[src/rtl/utf16_to_utf8_encoder_top_macros.svh]
// Assertion macros shared by the UTF-16 to UTF-8 encoder.
`ifndef UTF16_TO_UTF8_ENCODER_TOP_MACROS_SVH
`define UTF16_TO_UTF8_ENCODER_TOP_MACROS_SVH

// Same-cycle implication, disabled while reset is held.
`define U16U8_ASSERT_IMPLY(label, clk, rst_n, ante, cons, msg) \
    label: assert property (@(posedge clk) disable iff (!(rst_n)) (ante) |-> (cons)) \
        else $error(msg);

// Next-cycle implication, disabled while reset is held.
`define U16U8_ASSERT_NEXT(label, clk, rst_n, ante, cons, msg) \
    label: assert property (@(posedge clk) disable iff (!(rst_n)) (ante) |=> (cons)) \
        else $error(msg);

`endif

[src/rtl/u16u8_pkg.sv]
// Package with types, constants and byte-encoding functions of the encoder.
`timescale 1ns / 1ps
package u16u8_pkg;

    localparam logic [15:0] HIGH_SURR_MIN = 16'hD800;
    localparam logic [15:0] HIGH_SURR_MAX = 16'hDBFF;
    localparam logic [15:0] LOW_SURR_MIN  = 16'hDC00;
    localparam logic [15:0] LOW_SURR_MAX  = 16'hDFFF;
    localparam logic [20:0] SUPP_BASE     = 21'h010000;
    localparam logic [5:0]  HIGH_SURR_TAG = 6'b110110;
    localparam int          QUEUE_DEPTH_DEF = 4;
    localparam logic [2:0]  PRE_LEN       = 3'd3;

    typedef enum logic [1:0] {
        ST_DATA    = 2'd0,
        ST_ILLEGAL = 2'd1,
        ST_ENDED   = 2'd2
    } t_status;

    // One decoded unit of work: an optional leftover high surrogate emitted
    // as three bytes, followed by an optional code point or an error result.
    typedef struct packed {
        logic        pre;
        logic [9:0]  pre_bits;
        logic [20:0] cp;
        logic [2:0]  main_len;
        t_status     status;
        logic        end_flag;
    } t_job;

    function automatic logic [2:0] f_utf8_len(input logic [20:0] cp);
        logic [2:0] len;
        if (cp < 21'h000080) begin
            len = 3'd1;
        end else if (cp < 21'h000800) begin
            len = 3'd2;
        end else if (cp < SUPP_BASE) begin
            len = 3'd3;
        end else begin
            len = 3'd4;
        end
        return len;
    endfunction

    function automatic logic [7:0] f_utf8_byte(input logic [20:0] cp, input logic [2:0] len,
                                               input logic [1:0] pos);
        logic [7:0] b;
        b = cp[7:0];
        case (len)
            3'd2: begin
                case (pos)
                    2'd0:    b = {3'b110, cp[10:6]};
                    default: b = {2'b10, cp[5:0]};
                endcase
            end
            3'd3: begin
                case (pos)
                    2'd0:    b = {4'b1110, cp[15:12]};
                    2'd1:    b = {2'b10, cp[11:6]};
                    default: b = {2'b10, cp[5:0]};
                endcase
            end
            3'd4: begin
                case (pos)
                    2'd0:    b = {5'b11110, cp[20:18]};
                    2'd1:    b = {2'b10, cp[17:12]};
                    2'd2:    b = {2'b10, cp[11:6]};
                    default: b = {2'b10, cp[5:0]};
                endcase
            end
            default: b = cp[7:0];
        endcase
        return b;
    endfunction

endpackage

[src/rtl/utf16_to_utf8_encoder_top.sv]
// UTF-16 to UTF-8 encoder: ingest of code units, job queue and byte serializer.
// A unit is written into the job queue and then loaded into the serializer's job register
// before its first byte can transfer. Throughput: one unit per cycle in while the queue has
// room and one byte per cycle out unless stalled; a unit yields 0 to 6 bytes.
// Synchronous active-low reset empties the queue, clears the surrogate and halt state and
// sets strict mode.
`timescale 1ns / 1ps
module utf16_to_utf8_encoder_top #(
    parameter int QUEUE_DEPTH = u16u8_pkg::QUEUE_DEPTH_DEF
) (
    input  logic        i_clk,
    input  logic        i_rst_n,
    input  logic        i_in_valid,
    output logic        o_in_stall,
    input  logic [15:0] i_code_unit,
    input  logic        i_last_unit,
    output logic        o_out_valid,
    input  logic        i_out_stall,
    output logic [7:0]  o_out_byte,
    output logic [1:0]  o_status,
    output logic        o_last_in_run,
    output logic        o_string_end,
    input  logic        i_cfg_valid,
    output logic        o_cfg_ready,
    input  logic        i_cfg_data
);
    import u16u8_pkg::*;

    `include "utf16_to_utf8_encoder_top_macros.svh"

    logic w_push;
    logic w_pop;
    logic w_q_full;
    logic w_q_valid;
    t_job w_front_job;
    t_job w_q_job;

    assign o_cfg_ready = 1'b1;

    u16u8_front u_front (
        .i_clk       (i_clk),
        .i_rst_n     (i_rst_n),
        .i_in_valid  (i_in_valid),
        .i_code_unit (i_code_unit),
        .i_last_unit (i_last_unit),
        .i_cfg_valid (i_cfg_valid),
        .i_cfg_data  (i_cfg_data),
        .i_q_full    (w_q_full),
        .o_in_stall  (o_in_stall),
        .o_push      (w_push),
        .o_job       (w_front_job)
    );

    u16u8_queue #(
        .DEPTH (QUEUE_DEPTH)
    ) u_queue (
        .i_clk   (i_clk),
        .i_rst_n (i_rst_n),
        .i_push  (w_push),
        .i_job   (w_front_job),
        .i_pop   (w_pop),
        .o_full  (w_q_full),
        .o_valid (w_q_valid),
        .o_job   (w_q_job)
    );

    u16u8_back u_back (
        .i_clk         (i_clk),
        .i_rst_n       (i_rst_n),
        .i_q_valid     (w_q_valid),
        .i_q_job       (w_q_job),
        .i_out_stall   (i_out_stall),
        .o_pop         (w_pop),
        .o_out_valid   (o_out_valid),
        .o_out_byte    (o_out_byte),
        .o_status      (o_status),
        .o_last_in_run (o_last_in_run),
        .o_string_end  (o_string_end)
    );

    `U16U8_ASSERT_IMPLY(a_err_shape, i_clk, i_rst_n,
        o_out_valid && (o_status != ST_DATA),
        (o_out_byte == 8'h00) && o_last_in_run && o_string_end,
        "error result must be a zero byte that ends the string")
    `U16U8_ASSERT_IMPLY(a_end_is_last, i_clk, i_rst_n,
        o_out_valid && o_string_end, o_last_in_run,
        "string end flagged on a byte that does not end its unit")
    `U16U8_ASSERT_IMPLY(a_no_overflow, i_clk, i_rst_n,
        w_push, !w_q_full,
        "job pushed into a full queue")
    `U16U8_ASSERT_NEXT(a_run_continues, i_clk, i_rst_n,
        o_out_valid && !i_out_stall && !o_last_in_run, o_out_valid,
        "byte sequence of a unit broken off")

endmodule

[src/rtl/u16u8_front.sv]
// Front end: accepts code units, tracks surrogate state and builds jobs.
`timescale 1ns / 1ps
module u16u8_front (
    input  logic               i_clk,
    input  logic               i_rst_n,
    input  logic               i_in_valid,
    input  logic [15:0]        i_code_unit,
    input  logic               i_last_unit,
    input  logic               i_cfg_valid,
    input  logic               i_cfg_data,
    input  logic               i_q_full,
    output logic               o_in_stall,
    output logic               o_push,
    output u16u8_pkg::t_job    o_job
);
    import u16u8_pkg::*;

    logic       r_strict_mode;
    logic       r_held_valid;
    logic       n_held_valid;
    logic [9:0] r_held_bits;
    logic [9:0] n_held_bits;
    logic       r_halted;
    logic       n_halted;
    logic       w_accept;
    logic       w_is_high;
    logic       w_is_low;
    logic       w_err;
    logic       w_done;
    t_job       w_job;

    assign o_in_stall = i_q_full;
    assign w_accept   = i_in_valid && !i_q_full;
    assign w_is_high  = i_code_unit inside {[HIGH_SURR_MIN:HIGH_SURR_MAX]};
    assign w_is_low   = i_code_unit inside {[LOW_SURR_MIN:LOW_SURR_MAX]};

    always_comb begin
        n_held_valid = r_held_valid;
        n_held_bits  = r_held_bits;
        n_halted     = r_halted;
        w_job        = '0;
        w_err        = 1'b0;
        w_done       = 1'b0;
        o_push       = 1'b0;
        if (w_accept) begin
            if (r_halted) begin
                if (i_last_unit) begin
                    n_halted     = 1'b0;
                    n_held_valid = 1'b0;
                    n_held_bits  = '0;
                end
            end else begin
                if (r_held_valid) begin
                    n_held_valid = 1'b0;
                    n_held_bits  = '0;
                    if (w_is_low) begin
                        w_job.cp       = {1'b0, r_held_bits, i_code_unit[9:0]} + SUPP_BASE;
                        w_job.main_len = 3'd4;
                        w_done         = 1'b1;
                    end else if (r_strict_mode) begin
                        w_job.status   = ST_ILLEGAL;
                        w_job.main_len = 3'd1;
                        w_err          = 1'b1;
                        w_done         = 1'b1;
                    end else begin
                        // Lenient: the unpaired high surrogate goes out as a plain value.
                        w_job.pre      = 1'b1;
                        w_job.pre_bits = r_held_bits;
                    end
                end
                if (!w_done) begin
                    if (w_is_high) begin
                        if (i_last_unit) begin
                            w_job.status   = ST_ENDED;
                            w_job.main_len = 3'd1;
                            w_err          = 1'b1;
                        end else begin
                            n_held_valid = 1'b1;
                            n_held_bits  = i_code_unit[9:0];
                        end
                    end else if (w_is_low && r_strict_mode) begin
                        w_job.status   = ST_ILLEGAL;
                        w_job.main_len = 3'd1;
                        w_err          = 1'b1;
                    end else begin
                        w_job.cp       = {5'b0, i_code_unit};
                        w_job.main_len = f_utf8_len({5'b0, i_code_unit});
                    end
                end
                if (w_err) begin
                    n_held_valid = 1'b0;
                    n_held_bits  = '0;
                    if (!i_last_unit) begin
                        n_halted = 1'b1;
                    end
                end
                w_job.end_flag = w_err || i_last_unit;
                o_push         = w_job.pre || (w_job.main_len != 3'd0);
            end
        end
    end

    assign o_job = w_job;

    always_ff @(posedge i_clk) begin
        if (!i_rst_n) begin
            r_strict_mode <= 1'b1;
            r_held_valid  <= 1'b0;
            r_held_bits   <= '0;
            r_halted      <= 1'b0;
        end else begin
            if (i_cfg_valid) begin
                r_strict_mode <= i_cfg_data;
            end
            r_held_valid <= n_held_valid;
            r_held_bits  <= n_held_bits;
            r_halted     <= n_halted;
        end
    end

endmodule

[src/rtl/u16u8_queue.sv]
// Small job queue that decouples the front end from the byte serializer.
`timescale 1ns / 1ps
module u16u8_queue #(
    parameter int DEPTH = u16u8_pkg::QUEUE_DEPTH_DEF
) (
    input  logic               i_clk,
    input  logic               i_rst_n,
    input  logic               i_push,
    input  u16u8_pkg::t_job    i_job,
    input  logic               i_pop,
    output logic               o_full,
    output logic               o_valid,
    output u16u8_pkg::t_job    o_job
);
    import u16u8_pkg::*;

    localparam int AW = $clog2(DEPTH);
    localparam int CW = $clog2(DEPTH + 1);

    t_job          r_mem [DEPTH];
    logic [AW-1:0] r_wptr;
    logic [AW-1:0] r_rptr;
    logic [CW-1:0] r_count;
    logic          w_push;
    logic          w_pop;

    assign o_full  = (r_count == CW'(DEPTH));
    assign o_valid = (r_count != '0);
    assign o_job   = r_mem[r_rptr];
    assign w_push  = i_push && !o_full;
    assign w_pop   = i_pop && o_valid;

    always_ff @(posedge i_clk) begin
        if (w_push) begin
            r_mem[r_wptr] <= i_job;
        end
    end

    always_ff @(posedge i_clk) begin
        if (!i_rst_n) begin
            r_wptr  <= '0;
            r_rptr  <= '0;
            r_count <= '0;
        end else begin
            if (w_push) begin
                r_wptr <= (r_wptr == AW'(DEPTH - 1)) ? '0 : r_wptr + 1'b1;
            end
            if (w_pop) begin
                r_rptr <= (r_rptr == AW'(DEPTH - 1)) ? '0 : r_rptr + 1'b1;
            end
            if (w_push && !w_pop) begin
                r_count <= r_count + 1'b1;
            end else if (w_pop && !w_push) begin
                r_count <= r_count - 1'b1;
            end
        end
    end

endmodule

[src/rtl/u16u8_back.sv]
// Back end: holds one job and emits its UTF-8 bytes one transfer at a time.
`timescale 1ns / 1ps
module u16u8_back (
    input  logic               i_clk,
    input  logic               i_rst_n,
    input  logic               i_q_valid,
    input  u16u8_pkg::t_job    i_q_job,
    input  logic               i_out_stall,
    output logic               o_pop,
    output logic               o_out_valid,
    output logic [7:0]         o_out_byte,
    output logic [1:0]         o_status,
    output logic               o_last_in_run,
    output logic               o_string_end
);
    import u16u8_pkg::*;

    logic       r_busy;
    t_job       r_job;
    logic [2:0] r_idx;
    logic [2:0] w_total;
    logic [2:0] w_main_pos;
    logic       w_in_pre;
    logic       w_last_beat;
    logic       w_out_accept;

    assign w_total      = (r_job.pre ? PRE_LEN : 3'd0) + r_job.main_len;
    assign w_in_pre     = r_job.pre && (r_idx < PRE_LEN);
    assign w_main_pos   = r_idx - (r_job.pre ? PRE_LEN : 3'd0);
    assign w_last_beat  = (r_idx == w_total - 3'd1);
    assign w_out_accept = r_busy && !i_out_stall;
    assign o_pop        = i_q_valid && (!r_busy || (w_out_accept && w_last_beat));

    always_comb begin
        o_out_byte = 8'h00;
        o_status   = ST_DATA;
        if (w_in_pre) begin
            o_out_byte = f_utf8_byte({5'b0, HIGH_SURR_TAG, r_job.pre_bits}, PRE_LEN,
                                     r_idx[1:0]);
        end else if (r_job.status != ST_DATA) begin
            o_status = r_job.status;
        end else begin
            o_out_byte = f_utf8_byte(r_job.cp, r_job.main_len, w_main_pos[1:0]);
        end
    end

    assign o_out_valid   = r_busy;
    assign o_last_in_run = w_last_beat;
    assign o_string_end  = w_last_beat && r_job.end_flag;

    always_ff @(posedge i_clk) begin
        if (o_pop) begin
            r_job <= i_q_job;
        end
    end

    always_ff @(posedge i_clk) begin
        if (!i_rst_n) begin
            r_busy <= 1'b0;
            r_idx  <= '0;
        end else if (o_pop) begin
            r_busy <= 1'b1;
            r_idx  <= '0;
        end else if (w_out_accept) begin
            if (w_last_beat) begin
                r_busy <= 1'b0;
            end else begin
                r_idx <= r_idx + 3'd1;
            end
        end
    end

endmodule

[config.mk]
export PLATFORM = sky130hd
export DESIGN_NAME = utf16_to_utf8_encoder_top
export DESIGN_NICKNAME = d
export VERILOG_FILES = /design/src/rtl/u16u8_pkg.sv /design/src/rtl/utf16_to_utf8_encoder_top.sv /design/src/rtl/u16u8_front.sv /design/src/rtl/u16u8_queue.sv /design/src/rtl/u16u8_back.sv
export VERILOG_INCLUDE_DIRS = /design/src /design/src/rtl
export SDC_FILE = /design/constraint.sdc
export NUM_CORES = 1
export LEC_CHECK = 0
export BUFFER_PORTS_ARGS = -buffer_cell sky130_fd_sc_hd__buf_2
export CORE_AREA = 3 3 128 143
export DETAILED_ROUTE_END_ITERATION = 8
export DIE_AREA = 0 0 131 146
export PLACE_DENSITY = 0.75
export SETUP_SLACK_MARGIN = 0.5
export SLEW_MARGIN = 40
export SYNTH_ARGS = -nofsm -noshare
export SYNTH_HDL_FRONTEND = slang
export SYNTH_HIERARCHICAL = 1
export SYNTH_SLANG_ARGS = --single-unit
[constraint.sdc]
create_clock -name i_clk -period 4.6 [get_ports i_clk]
set_input_delay 1.15 -clock i_clk [delete_from_list [all_inputs] [get_ports i_clk]]
set_output_delay 1.15 -clock i_clk [all_outputs]
set_load 0.02 [all_outputs]
==> impl_metrics.json, run 1 <==
{
  "grtUsageTotal": 0.198,
  "rr_startpoint": "u_back/r_job[37]",
  "finalHoldViolations": 0,
  "synthesis.nets": 627,
  "cap_viol_max_count": 0,
  "synth_edf_count": 190,
  "hold_end": "u_front/r_held_bits[3]",
  "layout-drive-gt1-share": 0.201,
  "path_max_fanout": 10,
  "clkSinkCount": 216,
  "peakVddDrop_uv": 354,
  "cts_tree": "built",
  "cp_data_arrival_time_ns": 2.78,
  "clock.fmax_mhz": 254,
  "worstPathRequired_ns": 3.45,
  "nFillCells": 1216,
  "dp_hpwl_mm": 12.1,
  "ys_seq_area_frac": 0.659,
  "drc": 0,
  "routed_via_density": 5.92,
  "r2r_end": "u_queue/r_count[2]",
  "routed_wl_mm": 18.5,
  "antenna_found_initial": 0,
  "cts-root-buf": "clkbuf_16",
  "synth.top_cell.area_share": 0.604,
  "grt_pass1_wl_mm": 29.1,
  "power.leakage_nw": 3.68,
  "area_delta_synth_final_pct": 10.4,
  "cts_made_buffers": 20,
  "tightestPinTransition_ns": 0.823,
  "avgSynthCellArea_um2": 16.0,
  "postCtsHoldBufs": 0,
  "synth_top_family_by_area": "multiplexers",
  "postRouteAntennaNets": 0,
  "placed_area_mm2": 0.00979,
  "die_x_um": 131,
  "async_reset_ff_frac": 0,
  "nets": 666,
  "initial_core_util": 0.557,
  "synth_mux_area_frac": 0.128,
  "yosysTopAreaCell": "edfxtp_1",
  "r2r_slack_ns": 0.90,
  "yosys_warnings": 6,
  "setup_viol": 0,
  "rows": 50,
  "period_share": 0.855,
  "finalCriticalPeriod_ns": 3.93,
  "clk_latency_ns": 0.48,
  "crit_type": "register to output pin",
  "portBuffers": 36,
  "utilization": 0.615,
  "ys_top_cells_by_count": "edfxtp_1, mux4_2, nor2_1",
  "synth_seq_cells": 216,
  "synth_xor_area_frac": 0.0162,
  "netlist_area_mm2": 0.00944,
  "vias": 5188,
  "synth_cells": 589,
  "synth_ff_type": "edfxtp_1",
  "rsz0062_at_grt": "false",
  "wl_per_cell_um": 21.2,
  "fin_area_mm2": 0.0104,
  "relSlewSlack": 0.450,
  "clk_pin_slew_worst_paths_ns": 0.06,
  "yosys.area_share.adder": 0.0207,
  "drt_iter0_drc": 423,
  "synth_compound_area_frac": 0.0644,
  "startpoint_type": "register",
  "yosysMostFrequentCell": "edfxtp_1",
  "hold_class": "register to register",
  "maxSlewViolCount": 0,
  "gp_congestion": 0.944,
  "hold_path.startpoint": "u_front/r_held_bits[3]",
  "synth_area_leaders": "edfxtp_1, mux4_2, dfxtp_1",
  "power_per_cell_area_mw_per_mm2": 632,
  "gr-total-overflow": 0,
  "grt_max_degree": 39,
  "fin_skew_ns": 0.00611,
  "grt_pass1_vias": 5133,
  "status": "finished clean",
  "synthSimpleGateAreaFrac": 0.0824,
  "core_mm2": 0.0170,
  "num_io_pins": 38,
  "rr_worst_depth": 15,
  "die_y_um": 146,
  "diodes": 0,
  "p_total_mw": 6.59,
  "htreeDepth": 1,
  "dieArea_mm2": 0.0191,
  "clock_path_buffers": 3,
  "ys_types": 69,
  "tns_ns": 0,
  "holdPathStages": 1,
  "dr.pass1.iters": 5,
  "critPathCaptureType": "output pin"
}
-- layout make-up --
class,count,area [um2],area share
clock buffers,34,594,0.0570
well taps,234,293,0.0281
multi-input cells,326,2980,0.286
flip-flops and latches,216,6230,0.598
inverters,20,75.1,0.00720
clock inverters,2,8.76,0.000841
repair buffers,44,240,0.0231
-- critical path: stages (launching register included) --
cell	delay [ns]
dfxtp_1	0.57
xor3_2	0.63
or3_1	0.34
a31oi_1	0.16
a2111oi_0	0.08
or3_1	0.37
buf_2	0.16
-- placed cells by master (no fill, tap or decap), drive strengths merged, types with 5 or more instances in the layout --
cell / n
nand3: 13
nor3: 5
mux2i: 26
nor3b: 14
a211oi: 5
mux2: 8
mux4: 38
a32o: 7
xnor2: 8
o22ai: 5
inv: 18
clkbuf: 34
nand2: 25
nand2b: 7
buf: 44
edfxtp: 190
or3: 6
and2b: 8
nor2: 29
o2bb2ai: 11
and2: 19
nor2b: 6
ha: 14
dfxtp: 26
o21ai: 18
a21oi: 7
-- sequential cells by signal, summed over array words and instances, names as in the netlist, named ones only --
| name | flops |
|---|---|
| u_queue/r_mem | 152 |
| u_back/r_idx | 3 |
| u_queue/r_count | 3 |
| u_queue/r_rptr | 2 |
| u_back/r_job | 38 |
| u_back/o_out_valid | 1 |
| u_front/r_held_valid | 1 |
| u_front/r_halted | 1 |
| u_queue/r_wptr | 2 |
| u_front/r_strict_mode | 1 |
| u_front/r_held_bits | 10 |
-- cell families after synthesis --
logic type / count (synthesis)
muxes: 72
DFF: 216
xor gates and xnor gates: 14
other: 1
and+or+nand+nor: 141
adders and majority gates: 15
buffers and inverters: 47
AOI/OAI and AO/OA: 83
-- how the worst max path moves through the flow --
stage,startpoint,end,slack [ns],cells past startpoint
final,u_back/r_idx[1],o_out_byte[5],0.67,6
after global routing,u_back/r_idx[1],o_out_byte[0],0.54,6
after CTS,u_back/r_idx[0],o_out_byte[0],0.51,8
after detailed placement,i_code_unit[13],u_queue/r_count[2],0.84,12
after global placement,u_back/r_idx[0],o_out_byte[5],0.92,8
after floorplan,u_back/r_job[37],u_queue/r_count[2],0.51,16
-- layer usage --
layer | up-vias | track usage | wire [um]
met2 | 168 | 0.316 | 9110
met1 | 2618 | 0.290 | 7980
met4 | 0 | 0.0468 | 289
li1 | 2379 | - | -
met3 | 23 | 0.0330 | 1170
met5 | - | 0 | 0
-- power breakdown --
group          total, mW  switching (mW)  internal, mW
Sequential          2.97           0.262          2.71
Clock               1.51           0.636         0.877
Combinational       2.11            1.24         0.868
-- stage by stage --
stage          cells  hold slack (ns)  setup WS, ns
2_1_floorplan    589            0.460         0.510
3_3_place_gp     840            0.477         0.921
3_5_place_dp     840            0.494         0.836
4_1_cts          876            0.506         0.508
5_1_grt          876            0.530         0.537
6_report         876            0.514         0.666
-- timing repair --
action                     in CTS  in global routing
setup endpoints to repair       4                  6
resized for setup               2                  3
setup buffers                   0                  0
pin swaps                       0                  0
(Power assumes the default switching activity.)
==> run 2: changes to the inputs <==
==> constraint.sdc (replaced) <==
create_clock -name i_clk -period 4.6 [get_ports i_clk]
set_input_delay 0.92 -clock i_clk [delete_from_list [all_inputs] [get_ports i_clk]]
set_output_delay 0.92 -clock i_clk [all_outputs]
set_load 0.02 [all_outputs]
==> impl_metrics.json, run 2 (synthesis results as in run 1) <==
{
  "core_mm2": 0.0170,
  "crit_type": "register to output pin",
  "r2r_slack_ns": 1.00,
  "cts_tree": "built",
  "setup_viol": 0,
  "finalHoldViolations": 0,
  "layout-drive-gt1-share": 0.216,
  "rr_startpoint": "u_back/r_job[37]",
  "cts_made_buffers": 21,
  "power_per_cell_area_mw_per_mm2": 652,
  "largest_reg_flops": 152,
  "die_y_um": 146,
  "initial_core_util": 0.557,
  "dp_hpwl_mm": 12.5,
  "cap_viol_max_count": 0,
  "critPathCaptureType": "output pin",
  "num_io_pins": 38,
  "period_share": 0.851,
  "fin_skew_ns": 0.00963,
  "dr.pass1.iters": 5,
  "hold_class": "register to register",
  "startpoint_type": "register",
  "drc": 0,
  "die_x_um": 131,
  "tightestPinTransition_ns": 0.787,
  "antenna_found_initial": 0,
  "grt_pass1_wl_mm": 29.6,
  "finalCriticalPeriod_ns": 3.91,
  "relSlewSlack": 0.474,
  "top_register": "u_queue/r_mem",
  "routed_via_density": 5.96,
  "clkSinkCount": 216,
  "p_int_mw": 4.68,
  "diodes": 0,
  "dieArea_mm2": 0.0191,
  "clk_pin_slew_worst_paths_ns": 0.06,
  "sw_frac_of_total": 0.319,
  "gp_congestion": 0.927,
  "clk_latency_ns": 0.49,
  "cp_data_arrival_time_ns": 2.99,
  "seqPwrFrac": 0.432,
  "gr-total-overflow": 0,
  "hold_path.startpoint": "u_front/r_held_bits[1]",
  "fin_area_mm2": 0.0106,
  "vias": 5236,
  "tns_ns": 0,
  "placed_area_mm2": 0.00980,
  "cp-startpoint": "u_back/r_idx[0]",
  "area_delta_synth_final_pct": 11.8,
  "layout_commonest_cell": "edfxtp_1",
  "grt_pass1_vias": 5217,
  "drt_iter0_drc": 351,
  "status": "finished clean",
  "path_max_fanout": 14,
  "p_comb_frac": 0.305,
  "power.leakage_nw": 3.76,
  "final_cell_mix": "edfxtp_1, mux4_2, buf_2, nor2_1, mux2i_1",
  "clock.fmax_mhz": 256,
  "htreeDepth": 1,
  "portBuffers": 36,
  "power.share.clock": 0.263,
  "rsz0062_at_grt": "false",
  "grt_max_degree": 39,
  "peakVddDrop_uv": 353,
  "top_regs": "u_queue/r_mem: 152 flops, u_back/r_job: 38 flops, u_front/r_held_bits: 10 flops",
  "rows": 50,
  "grtUsageTotal": 0.202,
  "postRouteAntennaNets": 0,
  "p_switching_mw": 2.20,
  "maxSlewViolCount": 0,
  "nets": 668,
  "worstPathRequired_ns": 3.68,
  "wl_per_cell_um": 21.5,
  "routed_wl_mm": 18.9,
  "cts-root-buf": "clkbuf_16",
  "clock_path_buffers": 3
}
-- run 2: path summary, 6_finish.rpt --
check,cells after the start,end
max,8,o_out_byte[5]
min,1,u_front/r_held_bits[1]
max reg2reg,15,u_queue/r_count[2]
min reg2reg,1,u_front/r_held_bits[1]
-- run 2: critical path, stage by stage (launching register included) --
cell and delay (ns):
dfxtp_1 0.47, inv_1 0.13, ha_2 0.21, xnor3_1 0.67, nand2_1 0.14, and3_1 0.21, a2111oi_0 0.36, or3_1 0.17
buf_2 0.15
-- run 2: power by group through the flow --
stage	logic [mW]	clock network (mW)	registers, mW
2_1_floorplan	1.65	0	2.87
3_3_place_gp	2.03	0	2.99
3_5_place_dp	2.08	0	3.02
4_1_cts	2.09	1.85	2.98
5_1_grt	2.29	1.92	3.02
6_report	2.10	1.81	2.97
-- run 2: timing repair --
| item | 4_1_cts | 5_1_grt |
|---|---|---|
| gates resized for setup | 0 | 2 |
| buffers inserted | 0 | 0 |
| setup endpoints to repair | 0 | 5 |
| hold buffers | 0 | 0 |
-- run 2: area by class of cell --
| type | count | area, um2 |
|---|---|---|
| multi-input cells | 326 | 2960 |
| clock buffers | 21 | 526 |
| flip-flops and latches | 216 | 6230 |
| fillers | 1227 | 6400 |
| well taps | 234 | 293 |
| repair buffers | 45 | 248 |
| inverters | 20 | 75.1 |
| clock inverters | 16 | 216 |
-- run 2: per-layer routing --
| metal | track usage | routed length [um] |
|---|---|---|
| met5 | 0 | 0 |
| met4 | 0.0540 | 409 |
| met3 | 0.0242 | 983 |
| met2 | 0.318 | 9170 |
| met1 | 0.301 | 8320 |
-- run 2: per-stage QoR --
| stage | std cells | hold slack (ns) | util | power (mW) | setup slack (ns) |
|---|---|---|---|---|---|
| after CTS | 878 | 0.505 | 0.622 | 6.92 | 0.558 |
| after global routing | 878 | 0.528 | 0.622 | 7.23 | 0.550 |
| after detailed placement | 841 | 0.500 | 0.578 | 5.10 | 0.996 |
| after floorplan | 589 | 0.460 | - | 4.52 | 0.510 |
| after global placement | 841 | 0.482 | 0.578 | 5.02 | 1.15 |
| final | 878 | 0.502 | 0.622 | 6.88 | 0.687 |
==> run 3: changes to the inputs <==
--- a/config.mk
+++ b/config.mk
@@ -6,10 +6,11 @@
 export SDC_FILE = /design/constraint.sdc
 export NUM_CORES = 1
 export LEC_CHECK = 0
+export ABC_AREA = 1
 export BUFFER_PORTS_ARGS = -buffer_cell sky130_fd_sc_hd__buf_2
-export CORE_AREA = 3 3 128 143
+export CORE_AREA = 3 3 132 147
 export DETAILED_ROUTE_END_ITERATION = 8
-export DIE_AREA = 0 0 131 146
+export DIE_AREA = 0 0 135 150
 export PLACE_DENSITY = 0.75
 export SETUP_SLACK_MARGIN = 0.5
 export SLEW_MARGIN = 40
==> impl_metrics.json, run 3 <==
{
  "status": "finished clean",
  "synth_ff_type": "edfxtp_1",
  "postRouteAntennaNets": 0,
  "relSlewSlack": 0.522,
  "fin_area_mm2": 0.0110,
  "synth_seq_cells": 216,
  "grt_max_degree": 77,
  "postCtsHoldBufs": 0,
  "seqPwrFrac": 0.420,
  "clkSinkCount": 216,
  "sw_frac_of_total": 0.363,
  "post_cts_buffers": 0,
  "drc": 0,
  "antenna_found_initial": 0,
  "worstPathRequired_ns": 3.68,
  "synth_edf_count": 190,
  "wl_per_cell_um": 16.3,
  "hold_path.startpoint": "u_front/r_held_bits[3]",
  "finalHoldViolations": 0,
  "yosys.area_share.adder": 0.0195,
  "critPathCaptureType": "output pin",
  "vias": 6849,
  "dieArea_mm2": 0.0203,
  "synth_mux_area_frac": 0,
  "critPathBufInv": 5,
  "yosysTopAreaCell": "edfxtp_1",
  "top_register": "u_queue/r_mem",
  "async_reset_ff_frac": 0,
  "path_max_fanout": 21,
  "num_io_pins": 38,
  "clk_pin_slew_worst_paths_ns": 0.06,
  "cts-root-buf": "clkbuf_16",
  "diodes": 0,
  "setup_viol": 0,
  "maxSlewViolCount": 0,
  "yosysMostFrequentCell": "edfxtp_1",
  "period_share": 0.788,
  "gr-total-overflow": 0,
  "p_switching_mw": 2.51,
  "crit_type": "register to output pin",
  "synth_top_family_by_area": "simple AND/OR/NAND/NOR gates",
  "final_cell_mix": "edfxtp_1, nand2_1, nor2_1, inv_1, o21ai_0",
  "synth_area_leaders": "edfxtp_1, nand2_1, nor2_1",
  "nets": 1033,
  "rsz0062_at_grt": "false",
  "worst_path_most_repeated_cell": "nand2_1",
  "nFillCells": 1424,
  "clk_latency_ns": 0.48,
  "dp_hpwl_mm": 13.3,
  "netlist_area_mm2": 0.0100,
  "cp-startpoint": "u_back/r_idx[0]",
  "largest_reg_flops": 152,
  "hold_class": "register to register",
  "portBuffers": 36,
  "crit_chain": "inv_1, ha_1, buf_4, inv_1, nand4_1, nand2_1, inv_1, nand2_1, nand2_1, o21bai_1, nand2_1, buf_2",
  "synth_cells": 971,
  "dr.pass1.iters": 5,
  "top_regs": "u_queue/r_mem: 152 flops, u_back/r_job: 38 flops, u_front/r_held_bits: 10 flops",
  "grt_pass1_vias": 6415,
  "cts_resized": 0,
  "finalCriticalPeriod_ns": 3.62,
  "synth_xor_area_frac": 0.00700,
  "rows": 52,
  "slowest_delay_ns": 0.42,
  "grt_pass1_wl_mm": 32.7,
  "ys_types": 44,
  "yosys_warnings": 6,
  "die_y_um": 150,
  "avgSynthCellArea_um2": 10.3,
  "area_delta_synth_final_pct": 9.63,
  "tns_ns": 0,
  "r2r_slack_ns": 1.49,
  "htreeDepth": 1,
  "r2r_end": "u_queue/r_count[1]",
  "peakVddDrop_uv": 291,
  "holdWs_ns": 0.490,
  "gp_congestion": 0.969,
  "multi_input_area_mm2": 0.00313,
  "p_comb_frac": 0.336,
  "power.leakage_nw": 4.14,
  "cp_data_arrival_time_ns": 2.70,
  "routed_via_density": 5.47,
  "seq_area_mm2": 0.00623,
  "layout-drive-gt1-share": 0.119,
  "crit_family": "buffers and inverters",
  "rr_startpoint": "u_back/r_job[37]",
  "synth.top_cell.area_share": 0.570,
  "synthesis.nets": 1009,
  "ys_seq_area_frac": 0.622,
  "cts_tree": "built",
  "cts_made_buffers": 21,
  "p_int_mw": 4.39,
  "cap_viol_max_count": 0,
  "power_per_cell_area_mw_per_mm2": 629,
  "tightestPinTransition_ns": 0.718,
  "clock.fmax_mhz": 276,
  "cpMaxStageDelayCell": "dfxtp_1",
  "clock_path_buffers": 3,
  "core_mm2": 0.0182,
  "holdPathStages": 2,
  "grtUsageTotal": 0.204,
  "die_x_um": 135,
  "initial_core_util": 0.551,
  "synthSimpleGateAreaFrac": 0.179,
  "ys_top_cells_by_count": "edfxtp_1, nand2_1, nor2_1",
  "fin_skew_ns": 0.00778,
  "power.share.clock": 0.244,
  "drt_iter0_drc": 766,
  "routed_wl_mm": 20.4,
  "startpoint_type": "register",
  "layout_commonest_cell": "edfxtp_1",
  "rr_worst_depth": 16,
  "placed_area_mm2": 0.0103,
  "synth_compound_area_frac": 0.104,
  "hold_end": "u_front/r_held_bits[3]"
}
run 3: cell count changes after synthesis, sizes merged, moves of 39 or more:
cell / before / now
inv: 18 / 100
o21ai: 18 / 101
nand3: 13 / 52
nor2: 29 / 152
o22ai: 5 / 44
nand2: 25 / 181
run 3: cells by family after synthesis:
group / after synthesis
AO/OA/AOI/OAI: 179
XOR/XNOR: 8
adder cells (fa/ha/maj): 15
buffers and inverters: 144
flip-flops: 216
other: 1
AND/OR/NAND/NOR: 408
run 3: worst max-delay path by stage:
stage / endpoint / slack (ns) / depth (start not counted)
2_1_floorplan: u_queue/r_mem[0][0] / 0.62 / 7
3_3_place_gp: u_queue/r_count[1] / 0.99 / 13
3_5_place_dp: u_queue/r_count[1] / 0.89 / 14
4_1_cts: o_out_byte[2] / 0.97 / 12
5_1_grt: o_out_byte[2] / 0.82 / 12
6_report: o_out_byte[2] / 0.98 / 12
run 3: power groups by stage:
stage | Sequential [mW] | Clock (mW) | Combinational [mW]
6_report | 2.90 | 1.68 | 2.32
5_1_grt | 2.94 | 1.81 | 2.59
4_1_cts | 2.90 | 1.72 | 2.31
3_5_place_dp | 2.94 | 0 | 2.31
3_3_place_gp | 2.93 | 0 | 2.26
2_1_floorplan | 2.87 | 0 | 1.85
run 3: layout make-up:
cell class	instances	share of cell area
clock inverters	14	0.0138
repair buffers	45	0.0226
multi-input cells	611	0.285
well taps	243	0.0277
clock buffers	23	0.0486
inverters	100	0.0345
flip-flops and latches	216	0.568
run 3: stage by stage:
step | utilization | power (mW) | setup slack (ns) | instances
6_report | 0.604 | 6.90 | 0.976 | 1252
5_1_grt | 0.604 | 7.34 | 0.816 | 1252
4_1_cts | 0.604 | 6.93 | 0.972 | 1252
3_5_place_dp | 0.567 | 5.25 | 0.887 | 1215
3_3_place_gp | 0.566 | 5.18 | 0.989 | 1215
2_1_floorplan | - | 4.72 | 0.624 | 971
run 3: layer usage:
metal	wire, um	GRT usage	share of wire
met1	8970	0.281	0.44
met2	9680	0.344	0.47
met3	1230	0.0232	0.060
met4	573	0.0600	0.028
met5	0	0	0
run 3: tightest hold or removal path, cell delays in order, from the launching register on:
cell     delay (ns)
dfxtp_1        0.32
nand2_1        0.06
a21oi_1        0.06
